--- config.mk ---
export PLATFORM = sky130hd
export DESIGN_NAME = light_edge_marker_detector_flat
export DESIGN_NICKNAME = d
export VERILOG_FILES = /design/src/lemd_pkg.sv /design/src/lemd_if.sv /design/src/light_edge_marker_detector.sv /design/src/flat_wrapper.sv
export SDC_FILE = /design/constraint.sdc
export NUM_CORES = 1
export LEC_CHECK = 0
export BUFFER_PORTS_ARGS = -buffer_cell sky130_fd_sc_hd__buf_2
export CAP_MARGIN = 40
export CELL_PAD_IN_SITES_DETAIL_PLACEMENT = 1
export CELL_PAD_IN_SITES_GLOBAL_PLACEMENT = 1
export CORE_AREA = 2 2 105 97
export CTS_BUF_LIST = sky130_fd_sc_hd__clkbuf_4 sky130_fd_sc_hd__clkbuf_8 sky130_fd_sc_hd__clkbuf_16
export DETAILED_ROUTE_END_ITERATION = 10
export DIE_AREA = 0 0 107 99
export PLACE_DENSITY = 0.79
export SLEW_MARGIN = 20
export SYNTH_ARGS = -nofsm -noshare
export SYNTH_HDL_FRONTEND = slang
export SYNTH_SLANG_ARGS = --single-unit
--- constraint.sdc ---
create_clock -name clk_i -period 3 [get_ports clk_i]
set_input_delay 0.75 -clock clk_i [delete_from_list [all_inputs] [get_ports clk_i]]
set_output_delay 0.75 -clock clk_i [all_outputs]
set_load 0.03 [all_outputs]
--- src/lemd_pkg.sv ---
`timescale 1ns / 1ps

package lemd_pkg;

  localparam int unsigned SampleWidth    = 10;
  localparam int unsigned ThresholdWidth = 10;
  localparam int unsigned CodeWidth      = 2;

  localparam logic [ThresholdWidth-1:0] ThresholdReset = ThresholdWidth'(5);

  // Edge class stored per sample
  typedef enum logic [1:0] {
    CLASS_FLAT = 2'd0,
    CLASS_RISE = 2'd1,
    CLASS_FALL = 2'd2
  } edge_class_e;

  // Reported marker code
  typedef enum logic [CodeWidth-1:0] {
    CODE_NONE     = 2'd0,
    CODE_MARKER   = 2'd1,
    CODE_POSSIBLE = 2'd2
  } marker_code_e;

endpackage

--- src/lemd_if.sv ---
`timescale 1ns / 1ps

interface lemd_sample_if;
  logic                            valid;
  logic                            ready;
  logic [lemd_pkg::SampleWidth-1:0] light_sample;

  modport source (output valid, output light_sample, input ready);
  modport sink   (input valid, input light_sample, output ready);
endinterface

interface lemd_code_if;
  logic                          valid;
  logic                          ready;
  logic [lemd_pkg::CodeWidth-1:0] marker_code;

  modport source (output valid, output marker_code, input ready);
  modport sink   (input valid, input marker_code, output ready);
endinterface

interface lemd_cfg_if;
  logic                               valid;
  logic                               ready;
  logic [lemd_pkg::ThresholdWidth-1:0] edge_threshold;

  modport source (output valid, output edge_threshold, input ready);
  modport sink   (input valid, input edge_threshold, output ready);
endinterface

--- src/light_edge_marker_detector.sv ---
`timescale 1ns / 1ps
// Flow: an accepted sample is classified and written to the ring, the ring is scanned from the oldest
// entry, and the code then goes to the output register. The ring scan reads one entry per cycle
// through a single shared step unit, and stops early once a marker is found.
// The input is not ready while an item is being scanned or waits for the output register.
// Reset (rst_ni low, asynchronous): threshold 5, previous sample 0, all ring entries flat,
// pointer 0, no result pending.
module light_edge_marker_detector #(
  parameter int unsigned WINDOW_LEN = 10
) (
  input  logic              clk_i,
  input  logic              rst_ni,
  lemd_sample_if.sink       sample_i,
  lemd_code_if.source       code_o,
  lemd_cfg_if.sink          cfg_i
);
  import lemd_pkg::*;

  localparam int unsigned PW = (WINDOW_LEN > 1) ? $clog2(WINDOW_LEN) : 1;
  localparam logic [PW-1:0] LastIdx = PW'(WINDOW_LEN - 1);

  typedef enum logic [2:0] {
    ST_IDLE = 3'b001,
    ST_SCAN = 3'b010,
    ST_DONE = 3'b100
  } state_e;

  state_e state_q, state_d;

  logic [ThresholdWidth-1:0] thr_q;
  logic [SampleWidth-1:0]    prev_q;
  edge_class_e               ring_q [WINDOW_LEN];
  logic [PW-1:0]             ptr_q, ptr_next;
  logic [PW-1:0]             pos_q, pos_d;
  logic [PW-1:0]             cnt_q, cnt_d;
  logic                      last_rise_q, last_rise_d;
  logic                      last_fall_q, last_fall_d;
  logic                      rise_pair_q, rise_pair_d;
  logic                      fall_pair_q, fall_pair_d;
  marker_code_e              code_q, code_d;
  logic                      out_valid_q, out_valid_d;
  marker_code_e              out_code_q, out_code_d;

  logic                      in_acc;
  logic signed [SampleWidth+1:0] diff;
  logic signed [SampleWidth+1:0] thr_s;
  edge_class_e               new_class;
  edge_class_e               entry;
  logic                      scan_last;

  assign cfg_i.ready      = 1'b1;
  assign sample_i.ready   = (state_q == ST_IDLE);
  assign in_acc           = sample_i.valid && sample_i.ready;
  assign code_o.valid     = out_valid_q;
  assign code_o.marker_code = out_code_q;

  // Classify against the previous sample; a zero threshold makes a zero difference a rise
  assign diff  = $signed({2'b00, sample_i.light_sample}) - $signed({2'b00, prev_q});
  assign thr_s = $signed({2'b00, thr_q});

  always_comb begin
    if (diff >= thr_s) begin
      new_class = CLASS_RISE;
    end else if (diff <= -thr_s) begin
      new_class = CLASS_FALL;
    end else begin
      new_class = CLASS_FLAT;
    end
  end

  assign ptr_next = (ptr_q == LastIdx) ? '0 : ptr_q + PW'(1);
  assign entry    = ring_q[pos_q];

  always_comb begin
    state_d     = state_q;
    pos_d       = pos_q;
    cnt_d       = cnt_q;
    last_rise_d = last_rise_q;
    last_fall_d = last_fall_q;
    rise_pair_d = rise_pair_q;
    fall_pair_d = fall_pair_q;
    code_d      = code_q;
    out_code_d  = out_code_q;
    out_valid_d = out_valid_q && !code_o.ready;
    scan_last   = 1'b0;

    unique case (state_q)
      ST_IDLE: begin
        if (in_acc) begin
          // Start at the oldest entry, just after the one written now
          pos_d       = ptr_next;
          cnt_d       = '0;
          last_rise_d = 1'b0;
          last_fall_d = 1'b0;
          rise_pair_d = 1'b0;
          fall_pair_d = 1'b0;
          code_d      = CODE_NONE;
          state_d     = ST_SCAN;
        end
      end
      ST_SCAN: begin
        case (entry)
          CLASS_RISE: begin
            if (last_rise_q) begin
              if (fall_pair_q) begin
                code_d = CODE_MARKER;
              end else begin
                code_d      = CODE_POSSIBLE;
                rise_pair_d = 1'b1;
              end
            end
            last_rise_d = 1'b1;
            last_fall_d = 1'b0;
          end
          CLASS_FALL: begin
            if (last_fall_q) begin
              if (rise_pair_q) begin
                code_d = CODE_MARKER;
              end else begin
                code_d      = CODE_POSSIBLE;
                fall_pair_d = 1'b1;
              end
            end
            last_rise_d = 1'b0;
            last_fall_d = 1'b1;
          end
          default: begin
            last_rise_d = 1'b0;
            last_fall_d = 1'b0;
          end
        endcase
        scan_last = (code_d == CODE_MARKER) || (cnt_q == LastIdx);
        pos_d     = (pos_q == LastIdx) ? '0 : pos_q + PW'(1);
        cnt_d     = cnt_q + PW'(1);
        if (scan_last) begin
          state_d = ST_DONE;
        end
      end
      ST_DONE: begin
        // Hold the code until the output register is free
        if (!out_valid_q || code_o.ready) begin
          out_valid_d = 1'b1;
          out_code_d  = code_q;
          state_d     = ST_IDLE;
        end
      end
      default: begin
        state_d = ST_IDLE;
      end
    endcase
  end

  always_ff @(posedge clk_i or negedge rst_ni) begin
    if (!rst_ni) begin
      state_q     <= ST_IDLE;
      thr_q       <= ThresholdReset;
      prev_q      <= '0;
      ptr_q       <= '0;
      out_valid_q <= 1'b0;
      for (int i = 0; i < WINDOW_LEN; i++) begin
        ring_q[i] <= CLASS_FLAT;
      end
    end else begin
      state_q     <= state_d;
      out_valid_q <= out_valid_d;
      if (cfg_i.valid && cfg_i.ready) begin
        thr_q <= cfg_i.edge_threshold;
      end
      if (in_acc) begin
        ring_q[ptr_q] <= new_class;
        prev_q        <= sample_i.light_sample;
        ptr_q         <= ptr_next;
      end
    end
  end

  always_ff @(posedge clk_i) begin
    pos_q       <= pos_d;
    cnt_q       <= cnt_d;
    last_rise_q <= last_rise_d;
    last_fall_q <= last_fall_d;
    rise_pair_q <= rise_pair_d;
    fall_pair_q <= fall_pair_d;
    code_q      <= code_d;
    out_code_q  <= out_code_d;
  end

  a_ptr_range: assert property (@(posedge clk_i) disable iff (!rst_ni)
    ptr_q <= LastIdx)
    else $error("ring pointer out of range");

  a_accept_starts_scan: assert property (@(posedge clk_i) disable iff (!rst_ni)
    in_acc |=> (state_q == ST_SCAN))
    else $error("accepted item did not start a scan");

  a_scan_no_accept: assert property (@(posedge clk_i) disable iff (!rst_ni)
    (state_q == ST_SCAN) |-> !sample_i.ready && (cnt_q <= LastIdx))
    else $error("input ready or count overrun during scan");

  a_code_legal: assert property (@(posedge clk_i) disable iff (!rst_ni)
    out_valid_q |-> (out_code_q == CODE_NONE || out_code_q == CODE_MARKER ||
                     out_code_q == CODE_POSSIBLE))
    else $error("illegal marker code");

endmodule

--- src/flat_wrapper.sv ---
// flat-port wrapper written by rule: the top's interface ports become plain ports
module light_edge_marker_detector_flat import lemd_pkg::*;
#(
  parameter int unsigned WINDOW_LEN = 10
)
  (clk_i, rst_ni, sample_i_valid, sample_i_light_sample, sample_i_ready, code_o_valid, code_o_marker_code, code_o_ready, cfg_i_valid, cfg_i_edge_threshold, cfg_i_ready);
  lemd_sample_if sample_i_i ();
  lemd_code_if code_o_i ();
  lemd_cfg_if cfg_i_i ();
  input  logic clk_i;
  input  logic rst_ni;
  input wire logic [$bits(sample_i_i.valid)-1:0] sample_i_valid;
  input wire logic [$bits(sample_i_i.light_sample)-1:0] sample_i_light_sample;
  output wire logic [$bits(sample_i_i.ready)-1:0] sample_i_ready;
  output wire logic [$bits(code_o_i.valid)-1:0] code_o_valid;
  output wire logic [$bits(code_o_i.marker_code)-1:0] code_o_marker_code;
  input wire logic [$bits(code_o_i.ready)-1:0] code_o_ready;
  input wire logic [$bits(cfg_i_i.valid)-1:0] cfg_i_valid;
  input wire logic [$bits(cfg_i_i.edge_threshold)-1:0] cfg_i_edge_threshold;
  output wire logic [$bits(cfg_i_i.ready)-1:0] cfg_i_ready;
  assign sample_i_i.valid = sample_i_valid;
  assign sample_i_i.light_sample = sample_i_light_sample;
  assign sample_i_ready = sample_i_i.ready;
  assign code_o_valid = code_o_i.valid;
  assign code_o_marker_code = code_o_i.marker_code;
  assign code_o_i.ready = code_o_ready;
  assign cfg_i_i.valid = cfg_i_valid;
  assign cfg_i_i.edge_threshold = cfg_i_edge_threshold;
  assign cfg_i_ready = cfg_i_i.ready;
  light_edge_marker_detector #(.WINDOW_LEN(WINDOW_LEN)) u_core (.clk_i(clk_i), .rst_ni(rst_ni), .sample_i(sample_i_i), .code_o(code_o_i), .cfg_i(cfg_i_i));
endmodule
== After elaboration in Yosys (flattened, before gate mapping) ==
Cells that the tools add are included.

* Add/sub/neg operators: 5
* Bitwise operators: 2
* Reduce and logical (&&, ||, !) cells: 13
* Equality and inequality tests: 18
* Order comparisons: 5
* Mux-type cells: 41

{| class="wikitable"
|+ Operators by type and width
! kind !! count
|-
| 2-to-1 mux 2 bit || 11
|-
| bitwise mux 20 bit || 1
|-
| 2-to-1 mux 4 bit || 4
|-
| case mux 4 bit (2 select lines) || 2
|-
| adder 4 x 1 -> 4 bit (second input constant) || 3
|-
| == test 4 bit (second input constant) || 3
|-
| >= comparator 12 x 11 -> 1 bit || 1
|-
| less-or-equal comparator 12 bit || 1
|-
| negation 10 -> 12 bit || 1
|-
| 2-to-1 mux 1 bit || 11
|-
| subtractor 10 x 10 -> 11 bit || 1
|-
| >= comparator 5 bit (second input constant) || 2
|-
| inequality test 2 bit (second input constant) || 5
|-
| inverter 4 -> 5 bit || 2
|-
| AND reduction 5 bit || 2
|-
| 2-to-1 mux 3 bit || 3
|-
| case mux 3 bit (3 select lines) || 1
|-
| binary-select mux 2 bit (select 4 bit) || 1
|-
| demux 2 bit (select 4 bit) || 1
|-
| inequality test 2 x 1 -> 1 bit (second input constant) || 4
|-
| case mux 1 bit (2 select lines) || 4
|-
| case mux 2 bit (2 select lines) || 2
|-
| less-than comparator 5 x 1 -> 1 bit (second input constant) || 1
|-
| == test 2 x 1 -> 1 bit (second input constant) || 2
|-
| 10 further kinds || 15
|}

* Logic and storage cells: 107
* Flip-flop bits (word level): 64
* Bits of input ports: 25
* Output and inout bits: 5

== Longest topological paths before layout ==
Gate-level depths: netlist (run 1).

* Depth after elaboration: 11
* Gate-level depth with buffers: 16
* Depth with buffers taken out: 16

== Worst setup path before layout (run 1) ==
No wires, ideal clock.

* Path type: input port to flip-flop
* Start point: in sample_i_light_sample[0]
* End point: reg u_core.ring_q[5] in the netlist's numbering
* Setup slack: -567 ps
* Data required time: 2875 ps
* Cell stages on the path: 16
* Path buffers: 0
* Arrival: 3443 ps
* Setup time: 125 ps
* Path through: inv_1 -> ha_1 -> inv_1 -> fa_1 -> a211oi_1 -> o21bai_1 -> a21oi_1 -> o21ai_0 -> xor2_1 -> ha_1 -> nand4_1 -> nor2_1 -> o21ai_0 -> o211a_1 -> o32a_4 -> mux2_2

* Longest elaborated chain between the ends: 5
* Elaborated cells between the ends (all ways): 6
* Those cells by class: add/sub: 1; order compare: 2; mux: 3

{| class="wikitable"
|+ RTL lines
! element !! line !! RTL
|-
| start, declared || flat_wrapper.sv:13 || <nowiki>input wire logic [$bits(sample_i_i.light_sample)-1:0] sample_i_light_sample;</nowiki>
|-
| subtractor 10 x 10 -> 11 bit (*) || light_edge_marker_detector.sv:58 || <nowiki>assign diff = $signed({2'b00, sample_i.light_sample}) - $signed({2'b00, prev_q});</nowiki>
|-
| less-or-equal comparator 12 bit || light_edge_marker_detector.sv:64 || <nowiki>end else if (diff <= -thr_s) begin</nowiki>
|-
| 2-to-1 mux 2 bit || light_edge_marker_detector.sv:64 ||
|-
| 2-to-1 mux 2 bit (*) || light_edge_marker_detector.sv:62 || <nowiki>if (diff >= thr_s) begin</nowiki>
|-
| bitwise mux 20 bit (*) || light_edge_marker_detector.sv:170 || <nowiki>ring_q[ptr_q] <= new_class;</nowiki>
|-
| end signal, assigned by index || light_edge_marker_detector.sv:170 ||
|-
| end, declared || light_edge_marker_detector.sv:32 || <nowiki>edge_class_e ring_q [WINDOW_LEN];</nowiki>
|}

Mark *: on every way between the ends. The rest lies on a longest branch, timed or not.
A chain may end at the register's enable or synchronous reset.

== Worst setup path in the final report (run 1) ==
* Start point: in sample_i_light_sample[0]
* End point: reg u_core.ring_q[3] in the netlist's numbering

Same word-level chain as after synthesis.

==> flow_summary.yaml, run 1 <==
synthesis:
  synth_sequential_area_ratio: 0.422
  syn_area_sq_mm: 0.00399
  synth-main-ff-cell: "dfrtp_1"
  yosys.cell_types.count: 60
  synth_nets: 461
  ys_ff_latch: 64
  async_reset_ff_frac: 0.750
  ys_warn_count: 0
  synth_cells: 399
  synth-edff-count: 16
  postSynthAreaPerCell_sq_um: 10.0
sta:
  hold_violations: 0
  fin_setup_tns_ns: -9.40
  tightestPinTransition_ns: 0.649
  rsz0062_at_grt: "true"
  slew_viol_final: 0
  setup_viol: 20
  skew_ns: 0.00880
  fin_ws_ns: -0.496
  min_period_over_period: 1.17
  max_slew_margin: 0.566
  finalCriticalPeriod_ns: 3.50
  timing.fmax_mhz: 286
floorplanning:
  rows: 34
  ios: 30
  die_area_sq_mm: 0.0106
  die_h_um: 99
  core_sq_mm: 0.00949
  die_x_um: 107
  initial_core_util: 0.421
layout:
  drive_gt1_frac: 0.291
  final_nets: 528
  n_antenna_cell: 0
  final_area_sq_mm: 0.00489
  area_growth_pct: 22.5
place:
  port_buffers: 28
  dpl-instance-area_sq_mm: 0.00452
  hpwl_um: 7450
  gp_congestion: 0.821
worst_setup_path:
  worst_r2r_path_depth: 16
  endpoint: "u_core.ring_q[3]"
  reg2reg_to: "u_core.ring_q[3]"
  cp.arrival_ns: 3.73
  endpoint_kind: "register"
  crit_start: "sample_i_light_sample[0]"
  path_max_fanout: 5
  worst_ep_required_time_ns: 3.23
  start_kind: "input pin"
  reg2reg_from: "u_core.prev_q[0]"
  critPathKind: "input pin to register"
  reg2reg_slack_ns: -0.38
hold_path:
  hold_class: "input pin to async pin"
detailed_routing:
  m1WireLength_um: 4930
  highest_layer: "met4"
  wl_per_cell_um: 18.3
  first_pass_iters: 4
  drc: 0
  met2_length_um: 5590
  vias: 3317
  ant_nets: 0
  viasPerCell: 5.56
  routed_wirelength_um: 10900
  wl_met3_um: 262
  drtIter0Drc: 128
cts:
  cts_buffers: 9
  cts.htree.levels: 3
  tritoncts: "yes"
  cts_num_sinks: 64
  clockRootBuffer: "clkbuf_8"
  clk_pin_slew_ns: 0.07
  clockBufferDepth: 2
  clk_latency_ns: 0.35
  cts_hold_buf: 0
flow_run:
  maxCapViolCount: 0
global_routing:
  grt_start_max_net_pins: 34
  grt_pass1_vias: 3605
  gr-total-overflow: 0
  groute.usage.overall: 0.220
  grt_antenna_before_repair: 0
  grt_pass1_wl_um: 18000
outcome:
  outcome: "complete, but fails checks"
  failed_checks: "negative setup slack"
power:
  p_leak_nw: 2.25
  powerDensity_mw_per_mm2: 1140
  irDropWorstVdd_uv: 376
synthesized netlist by cell type, types with 2 or more instances:
cell | count | area, sq um
nand3b_1 | 2 | 15.0
inv_1 | 34 | 128
xnor2_1 | 11 | 96.3
or3_1 | 4 | 25.0
edfxtp_1 | 16 | 480
mux2i_1 | 7 | 70.1
and3_1 | 2 | 12.5
a221oi_1 | 2 | 17.5
a21o_1 | 5 | 37.5
nand4_1 | 3 | 18.8
mux2_2 | 21 | 236
mux4_2 | 4 | 90.1
nor3_1 | 4 | 20.0
nand3_1 | 8 | 40.0
dfrtp_1 | 45 | 1130
nor2b_1 | 5 | 31.3
clkbuf_1 | 10 | 37.5
dfstp_2 | 3 | 78.8
a211oi_1 | 3 | 22.5
nand2_1 | 49 | 184
and2_1 | 2 | 12.5
a21oi_1 | 14 | 70.1
nand2b_1 | 8 | 50.1
xor2_1 | 7 | 61.3
o21ai_0 | 32 | 160
nor4_1 | 2 | 12.5
a31oi_1 | 2 | 12.5
o31ai_1 | 2 | 15.0
nor2_1 | 24 | 90.1
o22a_1 | 2 | 17.5
nor3_2 | 2 | 20.0
ha_1 | 36 | 450
cell families (layout without fill, tap and decap cells):
group | after synthesis | count (layout) | share of synthesized area
adder cells (fa/ha/maj) | 37 | 37 | 0.118
multiplexers | 32 | 32 | 0.0993
buffers and inverters | 46 | 116 | 0.0445
flip-flops | 64 | 64 | 0.422
XOR/XNOR | 18 | 18 | 0.0395
other | 1 | 1 | 0.000939
AO/OA/AOI/OAI | 81 | 82 | 0.133
AND/OR/NAND/NOR | 120 | 121 | 0.143
through the flow:
| step | cells | hold WS [ns] | util | worst slack, ns | power [W] |
|---|---|---|---|---|---|
| 2_1_floorplan | 399 | 0.427 | - | -0.280 | 0.00332 |
| 3_3_place_gp | 571 | 0.469 | 0.477 | -0.731 | 0.00410 |
| 3_5_place_dp | 571 | 0.464 | 0.477 | -0.835 | 0.00431 |
| 4_1_cts | 596 | 0.324 | 0.512 | -0.475 | 0.00543 |
| 5_1_grt | 597 | 0.329 | 0.516 | -0.655 | 0.00596 |
| 6_report | 597 | 0.316 | 0.516 | -0.496 | 0.00557 |
sequential cells by signal, indices dropped and copies added, names as in the netlist:
signal	count
u_core.last_fall_q	1
u_core.thr_q	10
u_core.state_q	3
u_core.rise_pair_q	1
u_core.code_q	2
u_core.ptr_q	4
u_core.pos_q	4
u_core.code_o.marker_code	2
u_core.code_o.valid	1
u_core.cnt_q	4
u_core.fall_pair_q	1
u_core.ring_q	20
u_core.last_rise_q	1
u_core.prev_q	10
power breakdown:
group	switching [W]	total, W	internal (W)
combinational	0.00180	0.00333	0.00153
clock	0.000366	0.000741	0.000375
sequential	0.000260	0.00150	0.00124
total	0.00243	0.00557	0.00315
placed cells by master, fill, tap and decap left out, types with 3 or more instances in the layout:
cell type / n
a21o_1: 5
a21oi_1: 11
a21oi_2: 3
buf_2: 27
buf_4: 38
clkbuf_8: 9
dfrtp_1: 45
dfstp_2: 3
edfxtp_1: 16
ha_1: 34
inv_1: 32
mux2_2: 18
mux2_4: 3
mux2i_1: 7
mux4_2: 4
nand2_1: 49
nand2b_1: 8
nand3_1: 8
nand4_1: 3
nor2_1: 23
nor2b_1: 5
nor3_1: 4
o21ai_0: 28
o21ai_1: 3
or3_1: 4
xnor2_1: 10
xor2_1: 6
cell type report:
type	instances	area, sq um
Fill cell	1105	4590
Multi-Input combinational cell	291	2290
Sequential cell	64	1690
Timing Repair Buffer	66	435
Tap cell	126	158
Inverter	34	140
Clock buffer	9	124
Clock inverter	7	62.6
worst max-delay path, cell delays in order:
cell and delay, ns:
buf_8 0.11, inv_12 0.04, ha_4 0.12, inv_2 0.04, fa_2 0.38, a211oi_2 0.24
o21bai_2 0.11, a21oi_2 0.20, o21ai_2 0.08, xor2_1 0.18, buf_4 0.16, ha_4 0.25
nand4_1 0.14, nor2_2 0.16, o21ai_1 0.09, o211a_1 0.17, o32a_4 0.24, mux2_4 0.28
worst min-delay path by stage:
stage,cells past startpoint,slack (ns),endpoint,startpoint
2_1_floorplan,0,0.43,u_core.code_o.marker_code[0],u_core.code_q[0]
5_1_grt,1,0.33,u_core.thr_q[1],rst_ni
3_3_place_gp,0,0.47,u_core.code_o.marker_code[0],u_core.code_q[0]
4_1_cts,1,0.32,u_core.thr_q[1],rst_ni
3_5_place_dp,0,0.46,u_core.code_o.marker_code[0],u_core.code_q[0]
6_report,1,0.32,u_core.prev_q[5],rst_ni
layer usage:
layer | vias up | global-route usage
met2 | 50 | 0.393
li1 | 1550 | -
met5 | - | 0
met4 | 0 | 0.0599
met1 | 1701 | 0.272
met3 | 16 | 0.0430
timing repair:
| item | 4_1_cts | 5_1_grt |
|---|---|---|
| endpoints found under the setup margin | 22 | 22 |
| pin swaps | 14 | 3 |
| gates resized for setup | 14 | 7 |
| gates cloned | 2 | 0 |
| buffers inserted | 7 | 1 |
Power figures use the tool's default switching activity.
==> run 2: changes to the inputs <==
GPL_TIMING_DRIVEN = 0   (was not set)
PLACE_DENSITY = not set   (was 0.79)
PLACE_DENSITY_LB_ADDON = 0.1   (was not set)
SKIP_CTS_REPAIR_TIMING = 1   (was not set)
==> run 2 against run 1 <==
Effect of this change:
- the run still ends with negative setup slack left
- global-route usage is 3.2 points lower
- combinational power is 14% lower
- sequential share of layout area is 1.0 points higher
- clock-buffer cell count is 3 higher
- final area is 2.9% lower
==> flow_summary.yaml, run 2 (synthesized netlist as in run 1, its figures left out) <==
sta:
  hold_violations: 0
  setup_viol: 20
  min_period_over_period: 1.14
  tightestPinTransition_ns: 0.642
  finalCriticalPeriod_ns: 3.43
  rsz0062_at_grt: "true"
  max_slew_margin: 0.572
  skew_ns: 0.00802
  fin_ws_ns: -0.429
  slew_viol_final: 0
  timing.fmax_mhz: 292
floorplanning:
  die_area_sq_mm: 0.0106
  rows: 34
  core_sq_mm: 0.00949
  die_x_um: 107
  die_h_um: 99
  initial_core_util: 0.421
  ios: 30
flow_run:
  maxCapViolCount: 0
place:
  hpwl_um: 6850
  port_buffers: 27
  place_ws_ns: -0.915
  gp_congestion: 0.758
  dp_cells: 552
global_routing:
  grt_pass1_vias: 3131
  grt_start_max_net_pins: 49
  grt_pass1_wl_um: 15500
  grt_antenna_before_repair: 0
  gr-total-overflow: 0
  groute.usage.overall: 0.188
cts:
  clk_latency_ns: 0.34
  clockBufferDepth: 2
  cts_num_sinks: 64
  cts.htree.levels: 3
  tritoncts: "yes"
  clockRootBuffer: "clkbuf_8"
  clk_pin_slew_ns: 0.07
  cts_buffers: 9
worst_setup_path:
  worst_ep_required_time_ns: 3.22
  path_max_fanout: 10
  endpoint_kind: "register"
  crit_start: "sample_i_light_sample[0]"
  reg2reg_from: "u_core.prev_q[1]"
  start_kind: "input pin"
  critPathKind: "input pin to register"
  cp.arrival_ns: 3.65
detailed_routing:
  drtIter0Drc: 86
  routed_wirelength_um: 9550
  ant_nets: 0
  drc: 0
  vias: 3039
  wl_per_cell_um: 16.6
  viasPerCell: 5.28
  first_pass_iters: 4
layout:
  drive_gt1_frac: 0.233
  final_nets: 507
  final_common_cell: "nand2_1"
  final_cell_mix: "nand2_1 (49), dfrtp_1 (45), ha_1 (34), inv_1 (32), o21ai_0 (28)"
  multi_input_area_sq_mm: 0.00226
  area_growth_pct: 18.9
  n_antenna_cell: 0
  seqCellArea_sq_mm: 0.00169
  largest_reg_flops: 20
  regMostFlops: "u_core.ring_q"
  top_regs: "u_core.ring_q: 20 flops, u_core.prev_q: 10 flops, u_core.thr_q: 10 flops"
  final_cells: 576
  fill_cells: 1070
outcome:
  failed_checks: "negative setup slack"
  outcome: "complete, but fails checks"
power:
  powerDensity_mw_per_mm2: 1090
  irDropWorstVdd_uv: 311
  p_leak_nw: 2.14
hold_path:
  hold_class: "input pin to async pin"
==> run 2: cell count changes in the layout (fill, tap and decap cells not counted), sizes merged <==
cell      delta
buf         -29
clkbuf      +12
clkinv       -3
clkinvlp     -1
inv          +1
nor3         -1
==> run 2: cell type report <==
type,count,share of cell area
Tap cell,126,0.0332
Timing Repair Buffer,35,0.0437
Clock buffer,12,0.0395
Inverter,34,0.0295
Multi-Input combinational cell,290,0.477
Sequential cell,64,0.355
Clock inverter,4,0.0116
Buffer,11,0.0111
==> run 2: path summary, 6_finish.rpt <==
| path | to | slack (ns) | depth (start not counted) |
|---|---|---|---|
| worst max-delay path | u_core.ring_q[0] | -0.43 | 15 |
| worst min-delay path | u_core.thr_q[6] | 0.42 | 1 |
| worst max register to register | u_core.ring_q[15] | -0.29 | 14 |
| worst min register to register | u_core.code_o.marker_code[0] | 0.46 | 0 |
| max in group asynchronous | u_core.ring_q[1] | 2.13 | 1 |
| min in group clk_i | u_core.code_o.marker_code[0] | 0.46 | 0 |
==> run 2: metrics by stage <==
step                hold slack [ns]  area, sq um  total power [W]  setup TNS [ns]  utilization
global placement              0.448         4340          0.00389          -15.45        0.458
global route                  0.449         4750          0.00565          -10.18        0.501
detailed placement            0.444         4340          0.00399          -17.23        0.458
floorplan                     0.427         4050          0.00332           -5.11            -
finish                        0.424         4750          0.00519           -8.19        0.501
CTS                           0.437         4590          0.00489           -9.77        0.483
==> run 2: power by group <==
part           switching, W  internal [W]  leakage [nW]
clock network      0.000358      0.000512         0.119
registers          0.000203       0.00124         0.762
logic               0.00162       0.00126          1.26
==> run 2: metal layers <==
layer | up-vias | routed length, um | global-route usage
met5 | - | 0 | 0
met4 | 0 | 46 | 0.0480
met3 | 6 | 264 | 0.0370
met2 | 43 | 4260 | 0.287
met1 | 1484 | 4980 | 0.276
li1 | 1506 | - | -
==> run 2: critical path, stage by stage <==
cell      delay (ns)
buf_8           0.11
inv_12          0.05
ha_4            0.13
inv_2           0.04
fa_2            0.36
a211oi_2        0.20
o21bai_1        0.11
a21oi_2         0.21
o21ai_1         0.11
xor2_1          0.25
ha_1            0.29
a211o_1         0.29
a41oi_4         0.30
nor3_4          0.14
mux2_2          0.30
==> run 3: changes to the inputs <==
CORE_AREA = 2 2 104 96   (was 2 2 105 97)
CTS_BUF_LIST = sky130_fd_sc_hd__clkbuf_8   (was sky130_fd_sc_hd__clkbuf_4 sky130_fd_sc_hd__clkbuf_8 sky130_fd_sc_hd__clkbuf_16)
DIE_AREA = 0 0 106 98   (was 0 0 107 99)
==> run 3 against run 2 <==
Effect of this change:
- the run still ends with negative setup slack left
- sequential share of layout area down 0.32 points
- core utilization up 0.92 points
- clock power down 25%
- hold slack worse by 0.028 ns
- flip-flop and latch count unchanged
- non-clock buffer count up 2
- total power up 2.4%
- sequential power about the same
- maximum frequency down 0.45%
- final area up 0.92%
- register-to-register slack about the same
==> flow_summary.yaml, run 3 (synthesized netlist as in run 1, its figures left out) <==
sta:
  rsz0062_at_grt: "true"
  max_slew_margin: 0.588
  tightestPinTransition_ns: 0.617
  slew_viol_final: 0
  hold_violations: 0
  finalCriticalPeriod_ns: 3.44
  fin_setup_tns_ns: -8.00
  fin_ws_ns: -0.444
  hold_ws_ns: 0.396
  timing.fmax_mhz: 290
  min_period_over_period: 1.15
  setup_viol: 20
  skew_ns: 0.0101
cts:
  clockRootBuffer: "clkbuf_8"
  cts_num_sinks: 64
  tritoncts: "yes"
  clk_pin_slew_ns: 0.06
  clockBufferDepth: 2
  clk_latency_ns: 0.36
  cts_buffers: 9
  cts.htree.levels: 3
global_routing:
  gr-total-overflow: 0
  grt_pass1_wl_um: 16000
  grt_pass1_vias: 3192
  grt_start_max_net_pins: 49
  groute.usage.overall: 0.196
  grt_antenna_before_repair: 0
outcome:
  failed_checks: "negative setup slack"
  outcome: "complete, but fails checks"
place:
  dp_cells: 552
  port_buffers: 27
  gp_congestion: 0.782
  hpwl_um: 7140
layout:
  regMostFlops: "u_core.ring_q"
  final_cell_mix: "nand2_1 (49), dfrtp_1 (45), inv_1 (35), ha_1 (31), o21ai_0 (28)"
  top_regs: "u_core.ring_q: 20 flops, u_core.prev_q: 10 flops, u_core.thr_q: 10 flops"
  final_common_cell: "nand2_1"
  area_growth_pct: 20.0
  largest_reg_flops: 20
  n_antenna_cell: 0
  drive_gt1_frac: 0.246
  final_nets: 510
  final_cells: 578
worst_setup_path:
  critPathKind: "input pin to register"
  reg2reg_from: "u_core.prev_q[0]"
  path_max_fanout: 5
  start_kind: "input pin"
  cp.arrival_ns: 3.69
  endpoint_kind: "register"
  worst_r2r_path_depth: 15
  reg2reg_to: "u_core.ring_q[13]"
  reg2reg_slack_ns: -0.29
  worst_ep_required_time_ns: 3.24
detailed_routing:
  viasPerCell: 5.30
  drc: 0
  vias: 3063
  ant_nets: 0
  first_pass_iters: 4
  routed_wirelength_um: 9980
  wl_per_cell_um: 17.3
  drtIter0Drc: 100
floorplanning:
  initial_core_util: 0.425
  die_x_um: 106
  rows: 34
  die_area_sq_mm: 0.0104
  die_h_um: 98
  core_sq_mm: 0.00940
  ios: 30
power:
  irDropWorstVdd_uv: 408
  p_leak_nw: 2.16
  powerDensity_mw_per_mm2: 1110
  total_power_w: 0.00532
hold_path:
  hold_class: "input pin to async pin"
flow_run:
  maxCapViolCount: 0
-- run 3: cell types whose count changed in the layout (fill, tap and decap cells not counted), sizes merged --
| cell | change |
|---|---|
| nor3 | +1 |
| clkbuf | -1 |
| bufinv | -1 |
| clkinvlp | -1 |
| buf | +2 |
| inv | +2 |
-- run 3: report_power, final --
group          leakage, nW  total (W)  internal (W)  switching, W
Clock               0.0990   0.000654      0.000330      0.000324
Combinational         1.30    0.00323       0.00146       0.00177
Sequential           0.762    0.00144       0.00124      0.000200
-- run 3: layout make-up --
type	instances	area (sq um)
repair buffers	37	243
plain buffers	11	52.6
clock buffers	11	151
multi-input cells	291	2350
well taps	126	158
fillers	1063	4610
inverters	34	140
flip-flops and latches	64	1690
clock inverters	4	16.3
-- run 3: worst max path at each step --
stage / start / end / slack, ns
after floorplan: sample_i_light_sample[0] / u_core.ring_q[13] / -0.28
after global placement: sample_i_light_sample[0] / u_core.ring_q[14] / -0.83
after detailed placement: sample_i_light_sample[0] / u_core.ring_q[4] / -0.90
after CTS: sample_i_light_sample[0] / u_core.ring_q[4] / -0.52
after global routing: sample_i_light_sample[0] / u_core.ring_q[13] / -0.51
final: sample_i_light_sample[0] / u_core.ring_q[13] / -0.44
-- run 3: routing by layer --
layer,vias up,global-route usage,routed length (um)
met1,1499,0.275,4890
li1,1514,-,-
met5,-,0,0
met3,11,0.0454,287
met2,39,0.301,4670
met4,0,0.0628,132
-- run 3: metrics by stage --
step / setup WS (ns) / instance area (sq um) / utilization
2_1_floorplan: -0.280 / 4050 / -
3_3_place_gp: -0.825 / 4340 / 0.462
5_1_grt: -0.513 / 4790 / 0.510
4_1_cts: -0.524 / 4510 / 0.480
3_5_place_dp: -0.897 / 4340 / 0.462
6_report: -0.444 / 4790 / 0.510
-- run 3: worst max-delay path, cell delays in order --
cell	delay (ns)
buf_8	0.11
inv_12	0.05
ha_4	0.13
inv_2	0.04
fa_2	0.36
a211oi_2	0.20
o21bai_1	0.11
a21oi_2	0.17
o21ai_1	0.09
xor2_1	0.18
ha_1	0.33
buf_6	0.11
a41oi_4	0.12
buf_12	0.16
buf_6	0.11
o32a_4	0.38
mux2_4	0.27
